`src/rtl/core/tmt_pkg.sv`:
```
// ----------------------------------------------------------------------------
// tmt_pkg
// Shared types and constants of the TinyMT32 generator: configuration set,
// micro-operations, jump conditions, control word and datapath status.
// ----------------------------------------------------------------------------
package tmt_pkg;

   localparam int WordWidth   = 32;
   localparam int StateWords  = 4;
   localparam int StateBits   = WordWidth * StateWords;
   localparam int ColIdxWidth = $clog2(StateBits);
   localparam int PcWidth     = 5;
   localparam int ProgDepth   = 2 ** PcWidth;
   localparam int DirectBits  = 16;
   localparam int BootSteps   = 8;

   localparam logic [WordWidth-1:0] StepMask     = 32'h7fff_ffff;
   localparam logic [WordWidth-1:0] InitMult     = 32'd1812433253;
   localparam logic [WordWidth-1:0] SeedReset    = 32'h0000_0000;
   localparam logic [WordWidth-1:0] MatOneReset  = 32'h8f70_11ee;
   localparam logic [WordWidth-1:0] MatTwoReset  = 32'hfc78_ff1f;
   localparam logic [WordWidth-1:0] TemperReset  = 32'h3793_fdff;
   localparam logic [2:0]           InitLastRound = 3'd7;

   typedef enum logic [1:0] {
      CSR_SEED       = 2'd0,
      CSR_MATRIX_ONE = 2'd1,
      CSR_MATRIX_TWO = 2'd2,
      CSR_TEMPER     = 2'd3
   } csr_index_type;

   typedef struct packed {
      logic [WordWidth-1:0] seed;
      logic [WordWidth-1:0] matrix_one;
      logic [WordWidth-1:0] matrix_two;
      logic [WordWidth-1:0] temper_matrix;
   } cfg_type;

   typedef enum logic [4:0] {
      OP_NOP,
      OP_LOAD_SEED,
      OP_INIT_MUL,
      OP_INIT_XOR,
      OP_LOAD_EIGHT,
      OP_STEP_DEC,
      OP_LOAD_SKIP,
      OP_STEP,
      OP_TEMPER,
      OP_SCALE,
      OP_OUTPUT,
      OP_BUILD,
      OP_LOAD_VEC_S,
      OP_ACC,
      OP_APPLY,
      OP_SHIFT,
      OP_READ_COL,
      OP_LOAD_VEC_MEM,
      OP_WRITE_COL,
      OP_SWAP
   } op_type;

   typedef enum logic [3:0] {
      C_NEXT,
      C_ALWAYS,
      C_NO_ITEM,
      C_NO_RESEED,
      C_SKIP_BIG,
      C_CNT_ZERO,
      C_CNT_MORE,
      C_CNT_LAST,
      C_BIT_CLEAR,
      C_INIT_MORE,
      C_COL_MORE,
      C_ROW_MORE,
      C_OUT_BUSY
   } cond_type;

   typedef struct packed {
      op_type              op;
      cond_type            cond;
      logic [PcWidth-1:0]  target;
   } ctrl_word_type;

   typedef struct packed {
      logic item;
      logic reseed;
      logic skip_big;
      logic cnt_zero;
      logic cnt_more;
      logic cnt_last;
      logic bit_clear;
      logic init_more;
      logic col_more;
      logic row_more;
      logic out_busy;
   } status_type;

endpackage

```
`src/rtl/core/tmt_sequencer.sv`:
```
// ----------------------------------------------------------------------------
// tmt_sequencer
// Microprogram ROM, step counter and jump logic. One control word per step
// selects the datapath operation and an optional conditional jump.
// ----------------------------------------------------------------------------
module tmt_sequencer
   import tmt_pkg::*;
(
   input  logic       clock,
   input  logic       reset,
   input  status_type status_i,
   output op_type     op_o,
   output logic       idle_o
);

   localparam logic [PcWidth-1:0] PcBoot     = PcWidth'(0);
   localparam logic [PcWidth-1:0] PcInitMul  = PcWidth'(1);
   localparam logic [PcWidth-1:0] PcBootStep = PcWidth'(4);
   localparam logic [PcWidth-1:0] PcSkip     = PcWidth'(6);
   localparam logic [PcWidth-1:0] PcDirect   = PcWidth'(8);
   localparam logic [PcWidth-1:0] PcDraw     = PcWidth'(9);
   localparam logic [PcWidth-1:0] PcOutput   = PcWidth'(12);
   localparam logic [PcWidth-1:0] PcIdle     = PcWidth'(13);
   localparam logic [PcWidth-1:0] PcBuild    = PcWidth'(16);
   localparam logic [PcWidth-1:0] PcBitLoop  = PcWidth'(17);
   localparam logic [PcWidth-1:0] PcApplyAcc = PcWidth'(19);
   localparam logic [PcWidth-1:0] PcShift    = PcWidth'(21);
   localparam logic [PcWidth-1:0] PcReadCol  = PcWidth'(22);
   localparam logic [PcWidth-1:0] PcSqAcc    = PcWidth'(24);

   function automatic ctrl_word_type cw(input op_type op, input cond_type cond,
                                        input logic [PcWidth-1:0] target);
      ctrl_word_type w;
      w.op     = op;
      w.cond   = cond;
      w.target = target;
      return w;
   endfunction

   // reseed, draw, idle, then the matrix jump for long skips
   localparam ctrl_word_type Program [ProgDepth] = '{
      0:  cw(OP_LOAD_SEED,    C_NEXT,      PcBoot),
      1:  cw(OP_INIT_MUL,     C_NEXT,      PcBoot),
      2:  cw(OP_INIT_XOR,     C_INIT_MORE, PcInitMul),
      3:  cw(OP_LOAD_EIGHT,   C_NEXT,      PcBoot),
      4:  cw(OP_STEP_DEC,     C_CNT_MORE,  PcBootStep),
      5:  cw(OP_NOP,          C_NO_ITEM,   PcIdle),
      6:  cw(OP_LOAD_SKIP,    C_SKIP_BIG,  PcBuild),
      7:  cw(OP_NOP,          C_CNT_ZERO,  PcDraw),
      8:  cw(OP_STEP_DEC,     C_CNT_MORE,  PcDirect),
      9:  cw(OP_STEP,         C_NEXT,      PcBoot),
      10: cw(OP_TEMPER,       C_NEXT,      PcBoot),
      11: cw(OP_SCALE,        C_NEXT,      PcBoot),
      12: cw(OP_OUTPUT,       C_OUT_BUSY,  PcOutput),
      13: cw(OP_NOP,          C_NO_ITEM,   PcIdle),
      14: cw(OP_NOP,          C_NO_RESEED, PcSkip),
      15: cw(OP_NOP,          C_ALWAYS,    PcBoot),
      16: cw(OP_BUILD,        C_COL_MORE,  PcBuild),
      17: cw(OP_NOP,          C_BIT_CLEAR, PcShift),
      18: cw(OP_LOAD_VEC_S,   C_NEXT,      PcBoot),
      19: cw(OP_ACC,          C_ROW_MORE,  PcApplyAcc),
      20: cw(OP_APPLY,        C_NEXT,      PcBoot),
      21: cw(OP_SHIFT,        C_CNT_LAST,  PcDraw),
      22: cw(OP_READ_COL,     C_NEXT,      PcBoot),
      23: cw(OP_LOAD_VEC_MEM, C_NEXT,      PcBoot),
      24: cw(OP_ACC,          C_ROW_MORE,  PcSqAcc),
      25: cw(OP_WRITE_COL,    C_COL_MORE,  PcReadCol),
      26: cw(OP_SWAP,         C_ALWAYS,    PcBitLoop),
      default: cw(OP_NOP,     C_ALWAYS,    PcIdle)
   };

   logic [PcWidth-1:0] pc_ff;
   logic [PcWidth-1:0] pc_in;
   ctrl_word_type      word;
   logic               take;

   assign word = Program[pc_ff];

   always_comb begin
      unique case (word.cond)
         C_NEXT:      take = 1'b0;
         C_ALWAYS:    take = 1'b1;
         C_NO_ITEM:   take = !status_i.item;
         C_NO_RESEED: take = !status_i.reseed;
         C_SKIP_BIG:  take = status_i.skip_big;
         C_CNT_ZERO:  take = status_i.cnt_zero;
         C_CNT_MORE:  take = status_i.cnt_more;
         C_CNT_LAST:  take = status_i.cnt_last;
         C_BIT_CLEAR: take = status_i.bit_clear;
         C_INIT_MORE: take = status_i.init_more;
         C_COL_MORE:  take = status_i.col_more;
         C_ROW_MORE:  take = status_i.row_more;
         C_OUT_BUSY:  take = status_i.out_busy;
         default:     take = 1'b1;
      endcase
      pc_in = take ? word.target : pc_ff + PcWidth'(1);
   end

   always_ff @(posedge clock) begin
      if (reset) begin
         pc_ff <= PcBoot;
      end else begin
         pc_ff <= pc_in;
      end
   end

   assign op_o   = word.op;
   assign idle_o = (pc_ff == PcIdle);

`ifndef SYNTH
   a_idle_hold: assert property (@(posedge clock) disable iff (reset)
      (pc_ff == PcIdle && !status_i.item) |=> (pc_ff == PcIdle))
      else $error("sequencer left idle without an item");
`endif

endmodule

```
`config.mk`:
```
export PLATFORM = sky130hd
export DESIGN_NAME = tmt_sequencer
export DESIGN_NICKNAME = d
export VERILOG_FILES = /design/src/rtl/core/tmt_pkg.sv /design/src/rtl/core/tmt_sequencer.sv
export SDC_FILE = /design/constraint.sdc
export NUM_CORES = 1
export LEC_CHECK = 0
export BUFFER_PORTS_ARGS = -buffer_cell sky130_fd_sc_hd__buf_4
export CAP_MARGIN = 20
export CORE_MARGIN = 8
export CORE_UTILIZATION = 40
export DETAILED_ROUTE_END_ITERATION = 6
export SLEW_MARGIN = 10
export SYNTH_ARGS = -nofsm -noshare
export SYNTH_HDL_FRONTEND = slang
export SYNTH_SLANG_ARGS = --single-unit
```
`constraint.sdc`:
```
create_clock -name clock -period 3 [get_ports clock]
set_input_delay 0.6 -clock clock [delete_from_list [all_inputs] [get_ports clock]]
set_output_delay 0.6 -clock clock [all_outputs]
set_load 0.005 [all_outputs]
```
==> flow_results.org, run 1 <==
** Status
- Run status :: complete, no violations

** Clock tree
- CTS HTree Levels :: 1
- The number of setup buffers added after CTS is 0.
- Clock Latency Late Sink :: between 0.2 and 0.3 ns
- The longest clock path from root to sink contains 2 buffers.
- TritonCTS built the clock tree.
- Clock tree synthesis selected as its root buffer the cell clkbuf_4.
- Post-CTS Resized :: 0
- After clock tree synthesis, the clock-pin slew on the worst setup and hold paths is approximately 0.05 ns.
- Number of hold-repair buffers added at the cts stage :: 0
- Num CTS Buffers :: 3
- CTS sink cnt :: 5

** Synthesis
- Primary FF master, synth :: dfxtp_1
- Sequential cell area fraction in the yosys report :: 0.0744
- Cell types with the largest area share after synthesis :: ha_1 12%, dfxtp_1 7.4%, nand2_1 4.7%
- Fraction of the mapped netlist area in adder cells :: 0.121
- The synthesized design contains 0 enable-type register cells.
- Xor and xnor area share after synthesis :: 0.0260
- By count the netlist is led by 17 x nand2_1, 17 x nor2_1, 13 x ha_1, 8 x a211oi_1.
- For this run, asynchronously set or reset flops after synthesis account for 0.
- Synthesis inferred 5 register bits.
- When the netlist entered floorplanning its net count stood at 200.
- Cell count after synthesis :: 174
- Of the total synthesized cell area, the portion taken by AND, OR, NAND and NOR gates is 0.238.
- Count of different cell masters after synthesis :: 63
- Cell accounting for the most synthesized area :: ha_1
- The area fraction in compound gates after synthesis was 0.354.
- Post-synthesis instance area :: about 0.0013 mm2
- During synthesis, Yosys emitted a total of 0 warnings.
- Mux share of post-synthesis cell area :: 0.105
- After synthesis, the largest family of logic cells by area is compound AO/OA/AOI/OAI gates.
- Post-synthesis area per instance :: 7.73 um2
- The share of synthesized area in the top cell type comes to 0.121.

** Drt
- DR pass1 iterations :: 4
- After detailed routing, the number of vias per cell comes to around 5.8.
- Detailed-route wire length :: around 3.8 mm
- After the first detailed-routing iteration, the DRC count stood at 80.
- WL/cell :: 15.5 um
- DRC violation count after routing :: 0
- The final route contains ~1400 vias.
- Number of antenna-violating nets in the routed design :: 0

** Floorplanning
- I/O pins :: 19
- In this run the core area contains 21 standard-cell rows.
- For this configuration, the core starts out at a cell density of 0.410.
- Die extent in x :: approximately 74 um
- The die covers approximately 0.0055 mm2.
- Die span in y :: 74.0 um
- Area of the core :: around 0.0033 mm2

** Layout
- Register ranked first by flip-flop count :: pc_ff
- Of the cells placed in the final design, the portion with a size suffix greater than 1 is 0.279.
- Sequential cell area :: between 100 and 150 um2
- Number of flip-flops in the largest register :: 5
- Multi-input gate area :: 0.00114 mm2
- The finished cells cover 0.00159 mm2.
- After filler insertion, the fill cell instance count of the layout stands at roughly 340.
- Non-filler instance count after layout :: ~240
- Registers with the most flip-flops :: pc_ff: 5 flops
- Layout Utilization :: 0.483
- Fin nets :: 224
- Syn-to-layout area delta :: 18.0%
- Number of diodes :: 0

** Power
- The internal power of the cells totals between 900 and 1000 uW.
- Of the total power, the share spent switching nets is 0.515.
- Power share of the sequential group :: 0.092
- Comb pwr share :: 0.864
- Switch Pwr :: around 970 uW
- Clk network pwr share :: 0.044
- For this design the static power due to leakage is approximately 0.00065 uW.
- VDD IR max :: between 0.4 and 0.5 mV
- For this design the ratio of total power to cell area is roughly 1200 mW/mm2.

** Timing
- The final count of pins violating max slew was 0.
- Dividing the final minimum period by the clock period gives 0.924.
- Count of final hold-check violations :: 0
- The worst pin sits at a relative slew slack of 0.550.
- The clock period could shrink to ~2.8 ns.
- Across the routed clock network, the largest skew measured is roughly 0.0011 ns.
- Setup violations remaining at the end of the flow were counted as 0.
- Maximum clock rate :: 361 MHz
- RSZ-0062 raised after global routing :: no
- At the pin with the least slew margin, the transition time is about 0.67 ns.
- After routing, the total negative slack on setup checks comes to 0 ns.

** Worst setup path
- Type of destination of the critical path :: flop
- Measured in cells, the most critical reg-to-reg path has a length of 10.
- The startpoint identified for the worst register-to-register timing path is pc_ff[1].
- Setup slack, reg-to-reg :: about 0.23 ns
- Crit Path Category :: flop to flop
- Among all stages on the critical path, the largest delay is contributed by or4_1.
- Endpoint of the worst-slack reg-to-reg timing path :: pc_ff[3]
- The worst setup path is launched from a flop.
- Largest fanout of any net on the critical path :: 8
- STA puts the critical path data required time at about 3.1 ns.
- Arrival time at the worst endpoint :: roughly 2.9 ns
- Critical Path, Cell by Cell :: inv_1, buf_4, ha_1, and3_2, a31o_1, or4_1, a21o_1, o221a_2, nand3_1, mux2_1
- Peak per-stage delay on the critical path :: roughly 0.51 ns

** Global route
- Aggregate global-route resource usage :: 0.137
- Gr ovfl total :: 0
- The number of antenna violations at the first check in global routing is 0.
- The first global-routing pass estimated roughly 6.0 mm of wire.
- The number of global-route vias before repair is ~1300.
- Pin count of the biggest net entering global routing :: 20

** Placed design
- Detailed placement ended at an HPWL of 2.97 mm.
- Once placement completed, the tool counted placed cells totaling roughly 240.
- Last weighted congestion value of the routability-driven placer :: ~0.89
- Port Buf Inserts :: 18
- The placed instances occupy a cell area of 0.00156 mm2.

** Worst hold path
- The worst hold path passes through 2 cells.
- In this run the most critical hold path is launched from reset.
- Path type of the worst min-delay path :: input pin to flop
- End of the worst hold path :: pc_ff[4]

** Flow run
- Max-cap violations :: 0
## critical path: cells and delay by family (launching register included)
kind / cells / cell delay, ns
compound gates: 3 / 0.60
fa+ha+maj: 1 / 0.30
buf+inv: 2 / 0.23
flops: 1 / 0.32
mux: 1 / 0.32
simple gates: 3 / 0.88
## power by group through the flow
stage | Clock [uW] | Combinational [uW] | Sequential, uW
finish | 83.5 | 1620 | 173
global route | 91.5 | 1770 | 181
CTS | 82.2 | 1620 | 171
detailed placement | 0 | 1610 | 173
global placement | 0 | 1600 | 171
floorplan | 0 | 1270 | 136
## routing by layer
| layer | vias up | part of all wire | track usage |
|---|---|---|---|
| li1 | 693 | - | - |
| met1 | 657 | 0.46 | 0.171 |
| met2 | 47 | 0.47 | 0.229 |
| met3 | 10 | 0.041 | 0.0175 |
| met4 | 0 | 0.030 | 0.0576 |
| met5 | - | 0 | 0 |
## how the worst max path moves through the flow
stage,from,to,cells past startpoint
after floorplan,pc_ff[0],pc_ff[0],9
after global placement,pc_ff[1],pc_ff[3],10
after detailed placement,pc_ff[1],pc_ff[3],10
after CTS,pc_ff[1],pc_ff[3],10
after global routing,pc_ff[1],pc_ff[2],10
final,pc_ff[1],pc_ff[3],10
## layout by cell type (no fill, tap or decap), drive strengths merged, types with 2 or more instances in the layout
| master | count |
|---|---|
| ha | 13 |
| clkbuf | 4 |
| nand2 | 17 |
| o31ai | 2 |
| o22ai | 4 |
| buf | 32 |
| nor3 | 2 |
| nor2 | 18 |
| a21oi | 6 |
| nand3 | 4 |
| nor2b | 5 |
| a31oi | 4 |
| inv | 7 |
| and3 | 2 |
| or2 | 3 |
| a21o | 3 |
| a311oi | 3 |
| a211oi | 10 |
| nand2b | 5 |
| o21ai | 7 |
| dfxtp | 5 |
| mux2i | 5 |
| mux2 | 6 |
| a32o | 3 |
| xor2 | 4 |
## cell type report
cell class	count	area share
clock buffer	4	0.0166
inverter	7	0.0166
multi-input combinational	149	0.716
sequential	5	0.0631
tap	46	0.0363
timing repair buffer	32	0.151
## metrics by stage
stage | setup slack (ns) | hold WS, ns | total power [uW]
6_report | 0.227 | 0.582 | 1880
3_5_place_dp | 0.255 | 0.740 | 1780
2_1_floorplan | 0.246 | 0.650 | 1410
3_3_place_gp | 0.256 | 0.729 | 1770
5_1_grt | 0.0515 | 0.579 | 2040
4_1_cts | 0.241 | 0.588 | 1870
## kinds of logic after synthesis
kind of cell	count (synthesis)
adders and majority gates	13
xor gates and xnor gates	4
and+or+nand+nor	62
muxes	11
DFF	5
AOI/OAI and AO/OA	59
buffers and inverters	20
(Power assumes the default switching activity.)
==> inputs of run 2 (changes only) <==
--- a/config.mk
+++ b/config.mk
@@ -10,6 +10,7 @@
 export CORE_MARGIN = 8
 export CORE_UTILIZATION = 40
 export DETAILED_ROUTE_END_ITERATION = 6
+export SETUP_SLACK_MARGIN = 0.05
 export SLEW_MARGIN = 10
 export SYNTH_ARGS = -nofsm -noshare
 export SYNTH_HDL_FRONTEND = slang
==> constraint.sdc (replaced) <==
create_clock -name clock -period 2.8 [get_ports clock]
set_input_delay 0.56 -clock clock [delete_from_list [all_inputs] [get_ports clock]]
set_output_delay 0.56 -clock clock [all_outputs]
set_load 0.005 [all_outputs]
==> flow_results.org, run 2 (synthesis results as in run 1) <==
** Worst setup path
- The slack of the worst reg-to-reg path was 0.16 ns (-0.06 ns).
- The count of cells along the worst register-to-register path came to 9 (-1).
- The startpoint identified for the worst register-to-register timing path is pc_ff[0].
- In this run the critical register-to-register path is captured at pc_ff[3].
- The worst setup path is of the flop to flop kind.
- Family of cells with the greatest summed delay on the critical path :: compound AO/OA/AOI/OAI gates
- Critical Path, Cell by Cell :: buf_4, ha_2, mux2_2, a32o_2, or4_1, a21o_1, o221a_2, nand3_2, mux2_1
- Worst Path Buf+Inv :: 1 (-1)
- STA classifies the critical path startpoint as a flop.
- Required time at the endpoint of the critical path :: 2.93 ns (-0.21 ns)
- The arrival time at the worst endpoint is 2.77 ns (-0.14 ns).
- The maximum net fanout on the critical path came to 10 (+2).
- The delay contributed by the slowest stage of the critical path was 0.47 ns (-0.04 ns).
- For this design, the slowest cell found on the critical path is or4_1.
- Type of destination of the critical path :: flop

** Worst hold path
- The worst hold path begins at reset.
- The worst hold path terminates at pc_ff[4].
- The cell depth of the worst hold path is 2 (unchanged).
- Path type of the worst min-delay path :: input pin to flop

** Layout
- Register ranked first by flip-flop count :: pc_ff
- Number of flip-flops in the largest register :: 5 (unchanged)
- Number of diodes :: 0 (unchanged)
- Syn-to-layout area delta :: 23.0%
- Fraction of final layout cells sized beyond drive strength 1 :: 0.337 (+0.0574)
- Commonest non-fill, non-tap cells in the layout :: 37 x buf_4, 17 x nand2_1, 17 x nor2_1, 11 x ha_1, 8 x a211oi_1
- The library cell used most frequently in the layout, excluding fill and tap cells, is buf_4.
- The largest registers in the layout are pc_ff: 5 flops.
- Fin nets :: 229 (+2.2%)

** Drt
- Detailed Route Iter0 Violations :: 107 (+34%)
- The post-detailed-route via-to-cell ratio is 5.73 (-1.1%).
- WL/cell :: 15.2 um (-2.0%)
- DRC violation count after routing :: 0 (unchanged)
- The detailed-route wire length was 3.76 mm (unchanged).
- Vias after detailed routing :: 1420 (+0.92%)
- DR pass1 iterations :: 5 (+1)
- The number of nets with antenna violations after detailed routing was 0 (unchanged).

** Global route
- Aggregate global-route resource usage :: 0.141 (+0.00412)
- Vias in the first global route :: 1336 (+2.5%)
- Pin count of the biggest net entering global routing :: 18 (-10%)
- The global-route wire length before repair is 6.18 mm (+2.8%).
- The number of antenna violations at the first check in global routing was 0 (unchanged).
- The final global-route overflow total came to 0 (unchanged).

** Placed design
- The total half-perimeter wirelength after legalization and detailed placement was 3.09 mm (+4.3%).
- The post-place setup slack came to 0.0813 ns (-0.173 ns).
- The number of input and output port buffers inserted is 18 (unchanged).
- The placer congestion estimate is 0.948 (+6.8%).

** Clock tree
- Num CTS Buffers :: 3 (unchanged)
- CTS sink cnt :: 5 (unchanged)
- CTS tree :: done
- The CTS clock-pin slew for the worst setup and hold paths came to 0.05 ns (about the same).
- CTS HTree Levels :: 1 (unchanged)
- The insertion delay of the later-clocked pin in the worst-skew pair came to 0.24 ns (about the same).
- The maximum count of clock buffers along a single path came to 2 (unchanged).
- The cts-stage hold buffer count came to 0 (unchanged).
- In this run the clock root is driven by a clkbuf_4.
- The setup fix buffers added after clock tree synthesis is 0 (unchanged).

** Floorplanning
- Initial Utilization :: 0.410 (unchanged)
- Die extent in x :: 74.0 um (unchanged)
- The top-level port count is 19 (unchanged).
- The standard cell core area came to 0.00328 mm2 (unchanged).
- The number of cell rows came to 21 (unchanged).
- Die Area :: 0.00547 mm2 (unchanged)
- The floorplan die height came to 74.0 um (unchanged).

** Timing
- Headroom to the max-slew limit :: 0.688 (+0.137)
- The slew at the pin closest to its max-slew limit is 0.468 ns (-0.206 ns).
- The hold violation total from the final report is 0 (unchanged).
- Maximum clock rate :: 379 MHz (+5.1%)
- Final Worst Setup Slack :: 0.162 ns (-0.0645 ns)
- RSZ-0062 raised after global routing :: no
- Clock skew after layout :: 0.00527 ns (+0.00415 ns)
- Final Slew Violations :: 0 (unchanged)
- The final period utilization is 0.942 (+0.0177).
- The shortest period the worst path allows is 2.64 ns (-0.135 ns).
- Sum of negative setup slack :: 0 ns (unchanged)
- The count of final setup violators came to 0 (unchanged).

** Flow run
- The count of maximum capacitance violations came to 0 (unchanged).

** Power
- VDD IR max :: 0.586 mV (+19%)
- The cell leakage power was 0.000683 uW (+4.4%).
- The power density relative to cell area came to 1280 mW/mm2 (+8.3%).

** Status
- Run status :: complete, no violations
[run 2: changes by cell type in the layout (fill, tap and decap cells not counted), sizes merged]
cell | before | now
buf | 32 | 37
[run 2: layout make-up]
type                       count  area (um2)
fill                         330        1630
clock buffer                   4        26.3
sequential                     5         103
multi-input combinational    149        1160
tap                           46        57.6
inverter                       7        26.3
timing repair buffer          37         278
[run 2: worst max path at each step]
stage / start / end / slack [ns] / depth (start not counted)
final: pc_ff[0] / pc_ff[3] / 0.16 / 9
after global routing: pc_ff[0] / pc_ff[0] / 0.08 / 9
after CTS: pc_ff[0] / pc_ff[3] / 0.07 / 9
after detailed placement: pc_ff[0] / pc_ff[3] / 0.08 / 9
after global placement: pc_ff[0] / pc_ff[3] / 0.09 / 9
after floorplan: pc_ff[2] / pc_ff[0] / 0.05 / 11
[run 2: per-stage QoR]
| stage | total power (uW) | hold slack [ns] | instances | instance area (um2) | util |
|---|---|---|---|---|---|
| 6_report | 2120 | 0.560 | 248 | 1650 | 0.504 |
| 5_1_grt | 2310 | 0.558 | 248 | 1650 | 0.504 |
| 4_1_cts | 2090 | 0.553 | 248 | 1630 | 0.495 |
| 3_5_place_dp | 2000 | 0.795 | 244 | 1600 | 0.487 |
| 3_3_place_gp | 1960 | 0.746 | 244 | 1600 | 0.487 |
| 2_1_floorplan | 1510 | 0.607 | 174 | 1350 | - |
[run 2: per-layer routing]
layer,GRT usage,wire (um)
met1,0.174,1660
met2,0.248,1810
met3,0.0202,246
met4,0.0355,38
met5,0,0
[run 2: power breakdown]
group          internal [uW]  switching (uW)
registers                107            65.6
logic                    875             991
clock network           54.0            31.0
total                   1040            1090
[run 2: timing repair]
item	CTS	global route
resized for setup	0	7
setup endpoints to repair	0	3
hold endpoints to repair	0	0
